[config.mk]
export PLATFORM = sky130hd
export DESIGN_NAME = adc_scan_sequencer_with_average_unit
export DESIGN_NICKNAME = d
export VERILOG_FILES = /design/src/hdl/ascs_pkg.sv /design/src/hdl/adc_scan_sequencer_with_average_unit.sv /design/src/hdl/ascs_cfg.sv /design/src/hdl/ascs_core.sv /design/src/hdl/ascs_avg.sv
export SDC_FILE = /design/constraint.sdc
export NUM_CORES = 1
export LEC_CHECK = 0
export ABC_AREA = 1
export BUFFER_PORTS_ARGS = -buffer_cell sky130_fd_sc_hd__buf_4
export CAP_MARGIN = 20
export CORE_MARGIN = 1
export CORE_UTILIZATION = 35
export CTS_BUF_LIST = sky130_fd_sc_hd__clkbuf_4 sky130_fd_sc_hd__clkbuf_8 sky130_fd_sc_hd__clkbuf_16
export CTS_CLUSTER_DIAMETER = 80
export DETAILED_ROUTE_END_ITERATION = 10
export PLACE_DENSITY = 0.54
export SLEW_MARGIN = 20
export SYNTH_ARGS = -nofsm -noshare
export SYNTH_HDL_FRONTEND = slang
export SYNTH_SLANG_ARGS = --single-unit
export TNS_END_PERCENT = 100
[constraint.sdc]
create_clock -name aclk -period 14.6 [get_ports aclk]
set_input_delay 1.46 -clock aclk [delete_from_list [all_inputs] [get_ports aclk]]
set_output_delay 1.46 -clock aclk [all_outputs]
set_load 0.05 [all_outputs]
[src/hdl/ascs_pkg.sv]
// ----------------------------------------------------------------------------
// ascs_pkg
// Shared types and constants for the converter scan sequencer.
// ----------------------------------------------------------------------------
package ascs_pkg;

    localparam int CHAN_W     = 5;
    localparam int WAIT_W     = 4;
    localparam int CODE_W     = 16;
    localparam int TOTAL_W    = 32;
    localparam int CMD_W      = 2;
    localparam int CFG_IDX_W  = 3;
    localparam int CFG_DATA_W = 5;
    localparam int S_TDATA_W  = 24;
    localparam int M_TDATA_W  = 128;

    localparam logic [CMD_W-1:0] CMD_RECLAIM = 2'd0;
    localparam logic [CMD_W-1:0] CMD_KICK    = 2'd1;
    localparam logic [CMD_W-1:0] CMD_POLL    = 2'd2;

    localparam logic [CFG_IDX_W-1:0] REG_ENABLE        = 3'd0;
    localparam logic [CFG_IDX_W-1:0] REG_AI_CHAN_0     = 3'd1;
    localparam logic [CFG_IDX_W-1:0] REG_AI_CHAN_1     = 3'd2;
    localparam logic [CFG_IDX_W-1:0] REG_AI_CHAN_2     = 3'd3;
    localparam logic [CFG_IDX_W-1:0] REG_FB_CHAN       = 3'd4;
    localparam logic [CFG_IDX_W-1:0] REG_START_WAIT    = 3'd5;
    localparam logic [CFG_IDX_W-1:0] REG_TIMEOUT_LIMIT = 3'd6;

    localparam logic [CHAN_W-1:0] RST_AI_CHAN_0     = 5'd16;
    localparam logic [CHAN_W-1:0] RST_AI_CHAN_1     = 5'd17;
    localparam logic [CHAN_W-1:0] RST_AI_CHAN_2     = 5'd18;
    localparam logic [CHAN_W-1:0] RST_FB_CHAN       = 5'd19;
    localparam logic [WAIT_W-1:0] RST_START_WAIT    = 4'd3;
    localparam logic [WAIT_W-1:0] RST_TIMEOUT_LIMIT = 4'd8;

    localparam logic [WAIT_W-1:0] WAIT_MAX = 4'hF;

    typedef struct packed {
        logic              enable;
        logic [CHAN_W-1:0] ai_chan_0;
        logic [CHAN_W-1:0] ai_chan_1;
        logic [CHAN_W-1:0] ai_chan_2;
        logic [CHAN_W-1:0] fb_chan;
        logic [WAIT_W-1:0] start_wait;
        logic [WAIT_W-1:0] timeout_limit;
    } cfg_t;

    typedef struct packed {
        logic               start_valid;
        logic [CHAN_W-1:0]  start_channel;
        logic               sample_valid;
        logic [1:0]         sample_slot;
        logic [CODE_W-1:0]  sample_code;
        logic               avg_valid;
        logic [CODE_W-1:0]  avg_code;
        logic [CODE_W-1:0]  avg_last_raw;
        logic               timed_out;
        logic [TOTAL_W-1:0] done_total;
        logic [TOTAL_W-1:0] timeout_total;
    } res_t;

endpackage

[src/hdl/adc_scan_sequencer_with_average_unit.sv]
// ----------------------------------------------------------------------------
// adc_scan_sequencer_with_average_unit
// Tick-driven converter scan sequencer with feedback averaging.
// ----------------------------------------------------------------------------
// channel  | dir | beat contents
// s_axis   | in  | command, conv_done, conv_data
// m_axis   | out | start, sample, average, timeout flags and running totals
// cfg_wr   | in  | register index and data, one write per enabled edge
//
// One beat per cycle sustained while m_axis is not stalled; a beat's result
// passes through the input register, result register and output register
// before it is offered on m_axis.
// A stall holds every stage in place, up to three beats in flight; tready
// chains back combinationally so no bubble is lost.
// Reset (aresetn low, synchronous) clears all sequencer state and valid flags.
// ----------------------------------------------------------------------------
module adc_scan_sequencer_with_average_unit #(
    parameter int AVG_COUNT    = 16,
    parameter int DIRECT_SLOTS = 3
) (
    input  logic                              aclk,
    input  logic                              aresetn,
    input  logic                              s_tvalid,
    output logic                              s_tready,
    // command[1:0], conv_done[2], conv_data[18:3], zero pad
    input  logic [ascs_pkg::S_TDATA_W-1:0]    s_tdata,
    output logic                              m_tvalid,
    input  logic                              m_tready,
    // start_valid, start_channel, sample_valid, sample_slot, sample_code,
    // avg_valid, avg_code, avg_last_raw, timed_out, done_total,
    // timeout_total, zero pad
    output logic [ascs_pkg::M_TDATA_W-1:0]    m_tdata,
    input  logic                              cfg_wr_en,
    input  logic [ascs_pkg::CFG_IDX_W-1:0]    cfg_wr_index,
    input  logic [ascs_pkg::CFG_DATA_W-1:0]   cfg_wr_data
);

    localparam int SUM_W = 16 + $clog2(AVG_COUNT);
    localparam int IN_W  = ascs_pkg::CMD_W + 1 + ascs_pkg::CODE_W;

    ascs_pkg::cfg_t          cfg;
    logic                    in_valid_reg;
    logic [IN_W-1:0]         in_data_reg;
    logic                    core_ready;
    logic                    mid_valid;
    ascs_pkg::res_t          mid_res;
    logic [SUM_W-1:0]        mid_sum;
    logic                    mid_ready;
    ascs_pkg::res_t          out_res;

    assign s_tready = !in_valid_reg || core_ready;

    always_ff @(posedge aclk) begin
        if (!aresetn) begin
            in_valid_reg <= 1'b0;
        end else if (s_tready) begin
            in_valid_reg <= s_tvalid;
        end
    end

    always_ff @(posedge aclk) begin
        if (s_tready) begin
            in_data_reg <= s_tdata[IN_W-1:0];
        end
    end

    ascs_cfg u_cfg (
        .aclk         (aclk),
        .aresetn      (aresetn),
        .cfg_wr_en    (cfg_wr_en),
        .cfg_wr_index (cfg_wr_index),
        .cfg_wr_data  (cfg_wr_data),
        .cfg          (cfg)
    );

    ascs_core #(
        .AVG_COUNT    (AVG_COUNT),
        .DIRECT_SLOTS (DIRECT_SLOTS)
    ) u_core (
        .aclk      (aclk),
        .aresetn   (aresetn),
        .cfg       (cfg),
        .in_valid  (in_valid_reg),
        .in_cmd    (in_data_reg[1:0]),
        .in_done   (in_data_reg[2]),
        .in_data   (in_data_reg[18:3]),
        .in_ready  (core_ready),
        .mid_valid (mid_valid),
        .mid_res   (mid_res),
        .mid_sum   (mid_sum),
        .mid_ready (mid_ready)
    );

    ascs_avg #(
        .AVG_COUNT (AVG_COUNT)
    ) u_avg (
        .aclk      (aclk),
        .aresetn   (aresetn),
        .mid_valid (mid_valid),
        .mid_res   (mid_res),
        .mid_sum   (mid_sum),
        .mid_ready (mid_ready),
        .out_valid (m_tvalid),
        .out_res   (out_res),
        .out_ready (m_tready)
    );

    assign m_tdata = {5'd0,
                      out_res.timeout_total,
                      out_res.done_total,
                      out_res.timed_out,
                      out_res.avg_last_raw,
                      out_res.avg_code,
                      out_res.avg_valid,
                      out_res.sample_code,
                      out_res.sample_slot,
                      out_res.sample_valid,
                      out_res.start_channel,
                      out_res.start_valid};

endmodule

[src/hdl/ascs_cfg.sv]
// ----------------------------------------------------------------------------
// ascs_cfg
// Configuration register file, write only.
// ----------------------------------------------------------------------------
module ascs_cfg (
    input  logic                             aclk,
    input  logic                             aresetn,
    input  logic                             cfg_wr_en,
    input  logic [ascs_pkg::CFG_IDX_W-1:0]   cfg_wr_index,
    input  logic [ascs_pkg::CFG_DATA_W-1:0]  cfg_wr_data,
    output ascs_pkg::cfg_t                   cfg
);

    ascs_pkg::cfg_t cfg_reg;

    always_ff @(posedge aclk) begin
        if (!aresetn) begin
            cfg_reg.enable        <= 1'b0;
            cfg_reg.ai_chan_0     <= ascs_pkg::RST_AI_CHAN_0;
            cfg_reg.ai_chan_1     <= ascs_pkg::RST_AI_CHAN_1;
            cfg_reg.ai_chan_2     <= ascs_pkg::RST_AI_CHAN_2;
            cfg_reg.fb_chan       <= ascs_pkg::RST_FB_CHAN;
            cfg_reg.start_wait    <= ascs_pkg::RST_START_WAIT;
            cfg_reg.timeout_limit <= ascs_pkg::RST_TIMEOUT_LIMIT;
        end else if (cfg_wr_en) begin
            unique case (cfg_wr_index)
                ascs_pkg::REG_ENABLE:        cfg_reg.enable        <= cfg_wr_data[0];
                ascs_pkg::REG_AI_CHAN_0:     cfg_reg.ai_chan_0     <= cfg_wr_data;
                ascs_pkg::REG_AI_CHAN_1:     cfg_reg.ai_chan_1     <= cfg_wr_data;
                ascs_pkg::REG_AI_CHAN_2:     cfg_reg.ai_chan_2     <= cfg_wr_data;
                ascs_pkg::REG_FB_CHAN:       cfg_reg.fb_chan       <= cfg_wr_data;
                ascs_pkg::REG_START_WAIT:    cfg_reg.start_wait    <= cfg_wr_data[3:0];
                ascs_pkg::REG_TIMEOUT_LIMIT: cfg_reg.timeout_limit <= cfg_wr_data[3:0];
                default: ;
            endcase
        end
    end

    assign cfg = cfg_reg;

endmodule

[src/hdl/ascs_core.sv]
// ----------------------------------------------------------------------------
// ascs_core
// Sequencer state and per-beat command logic, with the result register.
// ----------------------------------------------------------------------------
module ascs_core #(
    parameter int AVG_COUNT    = 16,
    parameter int DIRECT_SLOTS = 3
) (
    input  logic                              aclk,
    input  logic                              aresetn,
    input  ascs_pkg::cfg_t                    cfg,
    input  logic                              in_valid,
    input  logic [ascs_pkg::CMD_W-1:0]        in_cmd,
    input  logic                              in_done,
    input  logic [ascs_pkg::CODE_W-1:0]       in_data,
    output logic                              in_ready,
    output logic                              mid_valid,
    output ascs_pkg::res_t                    mid_res,
    output logic [16+$clog2(AVG_COUNT)-1:0]   mid_sum,
    input  logic                              mid_ready
);

    localparam int SLOT_W = $clog2(DIRECT_SLOTS + 1);
    localparam int SUM_W  = 16 + $clog2(AVG_COUNT);
    localparam int CNT_W  = $clog2(AVG_COUNT + 1);

    logic [SLOT_W-1:0]                 next_slot_reg, next_slot_next;
    logic [SLOT_W-1:0]                 active_slot_reg, active_slot_next;
    logic                              pending_reg, pending_next;
    logic [ascs_pkg::WAIT_W-1:0]       wait_count_reg, wait_count_next;
    logic [SUM_W-1:0]                  fb_sum_reg, fb_sum_next;
    logic [CNT_W-1:0]                  fb_count_reg, fb_count_next;
    logic [ascs_pkg::TOTAL_W-1:0]      done_counter_reg, done_counter_next;
    logic [ascs_pkg::TOTAL_W-1:0]      timeout_counter_reg, timeout_counter_next;

    logic                              mid_valid_reg;
    ascs_pkg::res_t                    mid_res_reg;
    logic [SUM_W-1:0]                  mid_sum_reg;

    ascs_pkg::res_t                    res;
    logic [SUM_W-1:0]                  fb_total;
    logic                              take;

    function automatic logic [ascs_pkg::CHAN_W-1:0] slot_channel(
        input logic [SLOT_W-1:0] slot,
        input ascs_pkg::cfg_t    c
    );
        logic [ascs_pkg::CHAN_W-1:0] ch;
        if (slot >= SLOT_W'(DIRECT_SLOTS)) begin
            ch = c.fb_chan;
        end else if (slot == SLOT_W'(0)) begin
            ch = c.ai_chan_0;
        end else if (slot == SLOT_W'(1)) begin
            ch = c.ai_chan_1;
        end else begin
            ch = c.ai_chan_2;
        end
        return ch;
    endfunction

    assign in_ready = !mid_valid_reg || mid_ready;
    assign take     = in_valid && in_ready;

    always_comb begin
        logic do_reclaim;
        logic do_kick;
        next_slot_next       = next_slot_reg;
        active_slot_next     = active_slot_reg;
        pending_next         = pending_reg;
        wait_count_next      = wait_count_reg;
        fb_sum_next          = fb_sum_reg;
        fb_count_next        = fb_count_reg;
        done_counter_next    = done_counter_reg;
        timeout_counter_next = timeout_counter_reg;
        res                  = '0;
        fb_total             = '0;
        do_reclaim = (in_cmd == ascs_pkg::CMD_RECLAIM) || (in_cmd == ascs_pkg::CMD_POLL);
        do_kick    = (in_cmd == ascs_pkg::CMD_KICK) || (in_cmd == ascs_pkg::CMD_POLL);

        if (cfg.enable) begin
            if (do_reclaim && pending_next) begin
                if (wait_count_next < cfg.start_wait) begin
                    wait_count_next = wait_count_next + 4'd1;
                end else if (in_done) begin
                    if (active_slot_next < SLOT_W'(DIRECT_SLOTS)) begin
                        res.sample_valid = 1'b1;
                        res.sample_slot  = 2'(active_slot_next);
                        res.sample_code  = in_data;
                    end else begin
                        fb_sum_next   = fb_sum_next + SUM_W'(in_data);
                        fb_count_next = fb_count_next + CNT_W'(1);
                        if (fb_count_next == CNT_W'(AVG_COUNT)) begin
                            res.avg_valid    = 1'b1;
                            res.avg_last_raw = in_data;
                            fb_total         = fb_sum_next;
                            fb_sum_next      = '0;
                            fb_count_next    = '0;
                        end
                    end
                    pending_next      = 1'b0;
                    done_counter_next = done_counter_next + 32'd1;
                end else begin
                    if (wait_count_next < ascs_pkg::WAIT_MAX) begin
                        wait_count_next = wait_count_next + 4'd1;
                    end
                    if (wait_count_next >= cfg.timeout_limit) begin
                        timeout_counter_next = timeout_counter_next + 32'd1;
                        pending_next         = 1'b0;
                        res.timed_out        = 1'b1;
                    end
                end
            end
            if (do_kick && !pending_next) begin
                res.start_valid   = 1'b1;
                res.start_channel = slot_channel(next_slot_next, cfg);
                active_slot_next  = next_slot_next;
                if (next_slot_next == SLOT_W'(DIRECT_SLOTS)) begin
                    next_slot_next = '0;
                end else begin
                    next_slot_next = next_slot_next + SLOT_W'(1);
                end
                pending_next    = 1'b1;
                wait_count_next = '0;
            end
        end
        res.done_total    = done_counter_next;
        res.timeout_total = timeout_counter_next;
    end

    always_ff @(posedge aclk) begin
        if (!aresetn) begin
            next_slot_reg       <= '0;
            active_slot_reg     <= '0;
            pending_reg         <= 1'b0;
            wait_count_reg      <= '0;
            fb_sum_reg          <= '0;
            fb_count_reg        <= '0;
            done_counter_reg    <= '0;
            timeout_counter_reg <= '0;
            mid_valid_reg       <= 1'b0;
        end else begin
            if (take) begin
                next_slot_reg       <= next_slot_next;
                active_slot_reg     <= active_slot_next;
                pending_reg         <= pending_next;
                wait_count_reg      <= wait_count_next;
                fb_sum_reg          <= fb_sum_next;
                fb_count_reg        <= fb_count_next;
                done_counter_reg    <= done_counter_next;
                timeout_counter_reg <= timeout_counter_next;
            end
            if (in_ready) begin
                mid_valid_reg <= in_valid;
            end
        end
    end

    always_ff @(posedge aclk) begin
        if (in_ready) begin
            mid_res_reg <= res;
            mid_sum_reg <= fb_total;
        end
    end

    assign mid_valid = mid_valid_reg;
    assign mid_res   = mid_res_reg;
    assign mid_sum   = mid_sum_reg;

    a_fb_count_range: assert property (@(posedge aclk) disable iff (!aresetn)
        fb_count_reg < CNT_W'(AVG_COUNT))
        else $error("feedback count reached average length");

    a_one_outcome: assert property (@(posedge aclk) disable iff (!aresetn)
        mid_valid_reg |-> !(mid_res_reg.timed_out &&
                            (mid_res_reg.sample_valid || mid_res_reg.avg_valid)))
        else $error("timeout flagged together with a delivered code");

    a_done_hold: assert property (@(posedge aclk) disable iff (!aresetn)
        ($past(aresetn) && !$past(take)) |-> $stable(done_counter_reg))
        else $error("completion count moved without a beat");

endmodule

[src/hdl/ascs_avg.sv]
// ----------------------------------------------------------------------------
// ascs_avg
// Feedback mean by reciprocal multiply, and the output register.
// ----------------------------------------------------------------------------
module ascs_avg #(
    parameter int AVG_COUNT = 16
) (
    input  logic                              aclk,
    input  logic                              aresetn,
    input  logic                              mid_valid,
    input  ascs_pkg::res_t                    mid_res,
    input  logic [16+$clog2(AVG_COUNT)-1:0]   mid_sum,
    output logic                              mid_ready,
    output logic                              out_valid,
    output ascs_pkg::res_t                    out_res,
    input  logic                              out_ready
);

    localparam int SUM_W   = 16 + $clog2(AVG_COUNT);
    localparam int SHIFT   = SUM_W + $clog2(AVG_COUNT);
    localparam int RECIP_W = SUM_W + 1;
    localparam int PROD_W  = SUM_W + RECIP_W;
    localparam logic [RECIP_W-1:0] RECIP =
        RECIP_W'(((64'd1 << SHIFT) + 64'(AVG_COUNT) - 64'd1) / 64'(AVG_COUNT));

    logic                   out_valid_reg;
    ascs_pkg::res_t         out_res_reg;
    logic [PROD_W-1:0]      product;
    ascs_pkg::res_t         res_next;

    // exact floor(sum / AVG_COUNT) for any sum below 2^SUM_W
    assign product = PROD_W'(mid_sum) * PROD_W'(RECIP);

    always_comb begin
        res_next          = mid_res;
        res_next.avg_code = mid_res.avg_valid ? product[SHIFT +: ascs_pkg::CODE_W] : '0;
    end

    assign mid_ready = !out_valid_reg || out_ready;

    always_ff @(posedge aclk) begin
        if (!aresetn) begin
            out_valid_reg <= 1'b0;
        end else if (mid_ready) begin
            out_valid_reg <= mid_valid;
        end
    end

    always_ff @(posedge aclk) begin
        if (mid_ready) begin
            out_res_reg <= res_next;
        end
    end

    assign out_valid = out_valid_reg;
    assign out_res   = out_res_reg;

endmodule
==> impl_summary.txt <==
----------------------------------------------------
[Place]
  Quantity of I/O buffers inserted on ports ... 156
  Setup slack after placement ... 9940 ps
  Placed Instance Area ... 19400 µm²
  Estimated wirelength of the detail-placed design ... 27400 µm
  Gpl congestion ... 0.903

[Cells and area]
  Diode count ... 0
  Number of flip-flops under the largest register name ... 123
  Final design instance area without fill ... 20700 µm²
  Area growth from synthesis to layout ... 18.2%
  Multi-input logic area ... 5590 µm²
  Share of layout cells above drive strength 1 ... 14.2%
  Most frequent standard cell in the layout excluding fill and tap cells ... sky130_fd_sc_hd__nand2_1
  Count of fill cells added during filler insertion ... 4793
  Top library cells by usage in the layout, fill and taps aside ... 464 x sky130_fd_sc_hd__nand2_1, 299 x sky130_fd_sc_hd__inv_1, 265 x sky130_fd_sc_hd__edfxtp_1
  Nets ... 2120
  Seq. cell area ... 10600 µm²

[Global route]
  Total routing usage reported by global routing ... 16.0%
  Maximum number of pins on one net before global-route repair ... 77
  Grt ovf ... 0
  Wire length of the first global-routing pass ... 64000 µm
  Initial antenna violation count ... 0
  Via count of the first global-routing pass ... 12200

[CTS]
  Clk root buf ... sky130_fd_sc_hd__clkbuf_16
  Post-cts sizing count ... 0
  Post-CTS Setup Bufs ... 0
  Clock buffer count from CTS ... 42
  Number of sinks on the clock net ... 395
  Clock transition at the registers of the reported paths ... 60 ps
  CTS tree ... done
  H-tree depth ... 2
  Max clock buf depth ... 3
  Hold Buf Count CTS ... 0
  Worst skew pair latency ... 560 ps

[Synth]
  Async set-reset flop share out of synthesis ... 0%
  Sequential cell area fraction in the yosys report ... 60.2%
  Proportion of netlist area held by the largest area contributor ... 45.4%
  Summed instance area of the synthesized netlist ... 17500 µm²
  Leading post-synthesis cells by cell area ... sky130_fd_sc_hd__edfxtp_1 45%, sky130_fd_sc_hd__dfxtp_1 15%, sky130_fd_sc_hd__nand2_1 10%
  Top_reg_cell synth ... sky130_fd_sc_hd__edfxtp_1
  Number of flip-flops and latches in the synthesized netlist ... 395
  Largest area contributor in the netlist ... sky130_fd_sc_hd__edfxtp_1
  Post-synth cell types ... 48
  Number of synthesis warnings ... 0
  Average footprint of a synthesized cell ... 9.28 µm²
  Post-synth EDFFs ... 265
  Syn Inst Count ... 1890

[Timing]
  Setup repair after global routing missed its margin ... false
  F_max ... 247 MHz
  Transition at the pin with the smallest max-transition slack ... 1080 ps
  Final total negative setup slack ... 0 ps
  Worst slew margin relative to its limit ... 28.1%
  Final Worst Setup Slack ... 10550 ps
  Final hold vios ... 0
  Number of max-slew violations in the final report ... 0
  Final critical-path share of the clock period ... 27.7%
  Setup violation total in the final timing report ... 0
  Skew final ... 23.5 ps
  Fin crit period ... 4050 ps

[Critical path]
  Crit-path max cell delay ... 730 ps
  Slowest cell on the critical path ... sky130_fd_sc_hd__nand2_4
  Buffers plus inverters on the worst setup path ... 4
  Critical-path maximum fanout ... 51
  Cell repeated most along the worst path ... sky130_fd_sc_hd__buf_4
  Classification of the worst setup path ... in -> reg
  Kind of start point of the critical path ... primary input
  Critical Path, Cell by Cell ... buf_4, inv_1, nand3_4, nand2_4, buf_4, inv_2, o21ai_0, a21oi_1
  Critical Path Sink Type ... flop
  Data arrival time of the critical path ... 4450 ps
  Worst path required time ... 15000 ps
  Delay-heaviest family, CP ... buffers and inverters

[Drt]
  Total DRC errors in the routed layout ... 0
  Number of DRC markers in iteration 0 ... 779
  Antenna-violating nets left ... 0
  Wire per inst ... 14.7 µm
  Drt total wl ... 40300 µm
  Routed vias ... 12700
  First-pass detailed-route iteration total ... 5
  Avg Vias per Cell ... 4.63

[Power]
  Clk pwr share ... 41.7%
  Power per unit of standard cell area ... 122 nW/µm²
  NetSw ... 0.604 mW
  Static leakage power ... 9.63 nW
  Fraction of power consumed by combinational cells ... 7.9%
  Pint ... 1.92 mW
  Post-layout total power ... 2.52 mW
  Portion of total power attributed to sequential cells ... 50.3%
  Switching power share of the total ... 24.0%
  Worst IR drop on VDD ... 60.5 µV

[Floorplan]
  Die extent in x ... 226 µm
  Num rows ... 81
  Area of the die ... 51000 µm²
  CORE AREA ... 49200 µm²
  Height of the die ... 226 µm
  Effective utilization at floorplan ... 35.7%
  I/O pin cnt ... 167

[Min path]
  Hold crit path type ... reg -> reg

[Job]
  Max-cap violations ... 0

[Outcome]
  Outcome ... complete, no violations

----------------------------------------------------
## cells in the mapped netlist, types with 2 or more instances
master,n
sky130_fd_sc_hd__nor2_2,10
sky130_fd_sc_hd__clkinv_1,2
sky130_fd_sc_hd__dfxtp_1,130
sky130_fd_sc_hd__nor3_2,4
sky130_fd_sc_hd__xor2_1,21
sky130_fd_sc_hd__buf_2,8
sky130_fd_sc_hd__a21oi_4,2
sky130_fd_sc_hd__o21ai_0,47
sky130_fd_sc_hd__nand2_1,466
sky130_fd_sc_hd__and2_1,3
sky130_fd_sc_hd__edfxtp_1,265
sky130_fd_sc_hd__nor2_4,7
sky130_fd_sc_hd__nor3_1,20
sky130_fd_sc_hd__nand3_2,3
sky130_fd_sc_hd__buf_6,3
sky130_fd_sc_hd__clkbuf_1,29
sky130_fd_sc_hd__nand3_1,139
sky130_fd_sc_hd__buf_4,10
sky130_fd_sc_hd__nor2_1,159
sky130_fd_sc_hd__a21oi_1,133
sky130_fd_sc_hd__nor4_1,3
sky130_fd_sc_hd__o21ai_1,14
sky130_fd_sc_hd__nand2_4,4
sky130_fd_sc_hd__inv_2,8
sky130_fd_sc_hd__inv_1,299
sky130_fd_sc_hd__nand4_1,29
sky130_fd_sc_hd__nand3b_1,2
sky130_fd_sc_hd__o211ai_1,9
sky130_fd_sc_hd__ha_1,32
sky130_fd_sc_hd__nand2_2,11
## path summary, 6_finish.rpt
path / slack [ps] / to / cells after the start / start
worst max-delay path: 10550 / u_core.done_counter_reg[6]$_SDFFE_PN0P_ / 8 / m_tready
worst min-delay path: 420 / u_avg.out_res[110]$_DFFE_PP_ / 0 / u_core.mid_res[110]$_SDFFCE_PP0N_
worst max register to register: 11240 / u_core.done_counter_reg[6]$_SDFFE_PN0P_ / 6 / u_avg.out_valid$_SDFFE_PN0P_
worst min register to register: 420 / u_avg.out_res[110]$_DFFE_PP_ / 0 / u_core.mid_res[110]$_SDFFCE_PP0N_
## metal layers
layer	track usage, %	share of wire [%]	vias up	routed length [µm]
li1	-	-	6459	-
met1	21.1	47	5969	18800
met2	27.0	47	248	19100
met3	2.78	4.3	52	1750
met4	4.30	1.6	0	665
met5	0	0	-	0
## area by class of cell
class                           instances  share of cell area (%)
Inverter                              309                    5.59
Sequential cell                       395                    50.9
Tap cell                              664                    4.01
Multi-Input combinational cell       1138                    26.9
Clock buffer                           59                    5.92
Timing Repair Buffer                  164                    5.94
Clock inverter                         18                   0.706
## cell families after synthesis
group / after synthesis / share of synthesized area (%)
AO/OA/AOI/OAI: 212 / 6.41
XOR/XNOR: 22 / 1.10
adder cells (fa/ha/maj): 33 / 2.40
buffers and inverters: 361 / 8.22
flip-flops: 395 / 60.2
other: 1 / 0.0214
AND/OR/NAND/NOR: 866 / 21.7
## metrics by stage
step | hold WS, ps | std cells | utilization [%]
floorplan | 400 | 1894 | -
detailed placement | 405 | 2670 | 39.4
finish | 417 | 2747 | 42.2
global route | 422 | 2747 | 42.2
global placement | 402 | 2670 | 39.4
CTS | 418 | 2747 | 42.2
## worst register-to-register path: cells and delay by family, from the launching register on
family                 cells  cell delay, ps
flip-flops                 1             500
AO/OA/AOI/OAI              2             420
AND/OR/NAND/NOR            2            1240
buffers and inverters      2            1050
## power groups by stage
stage | sequential, mW | combinational (mW) | clock [mW]
after floorplan | 1.35 | 0.0729 | 0
after global placement | 1.29 | 0.199 | 0
after detailed placement | 1.29 | 0.202 | 0
after CTS | 1.27 | 0.202 | 1.08
after global routing | 1.27 | 0.218 | 1.13
final | 1.27 | 0.200 | 1.05
(Power assumes the default switching activity.)
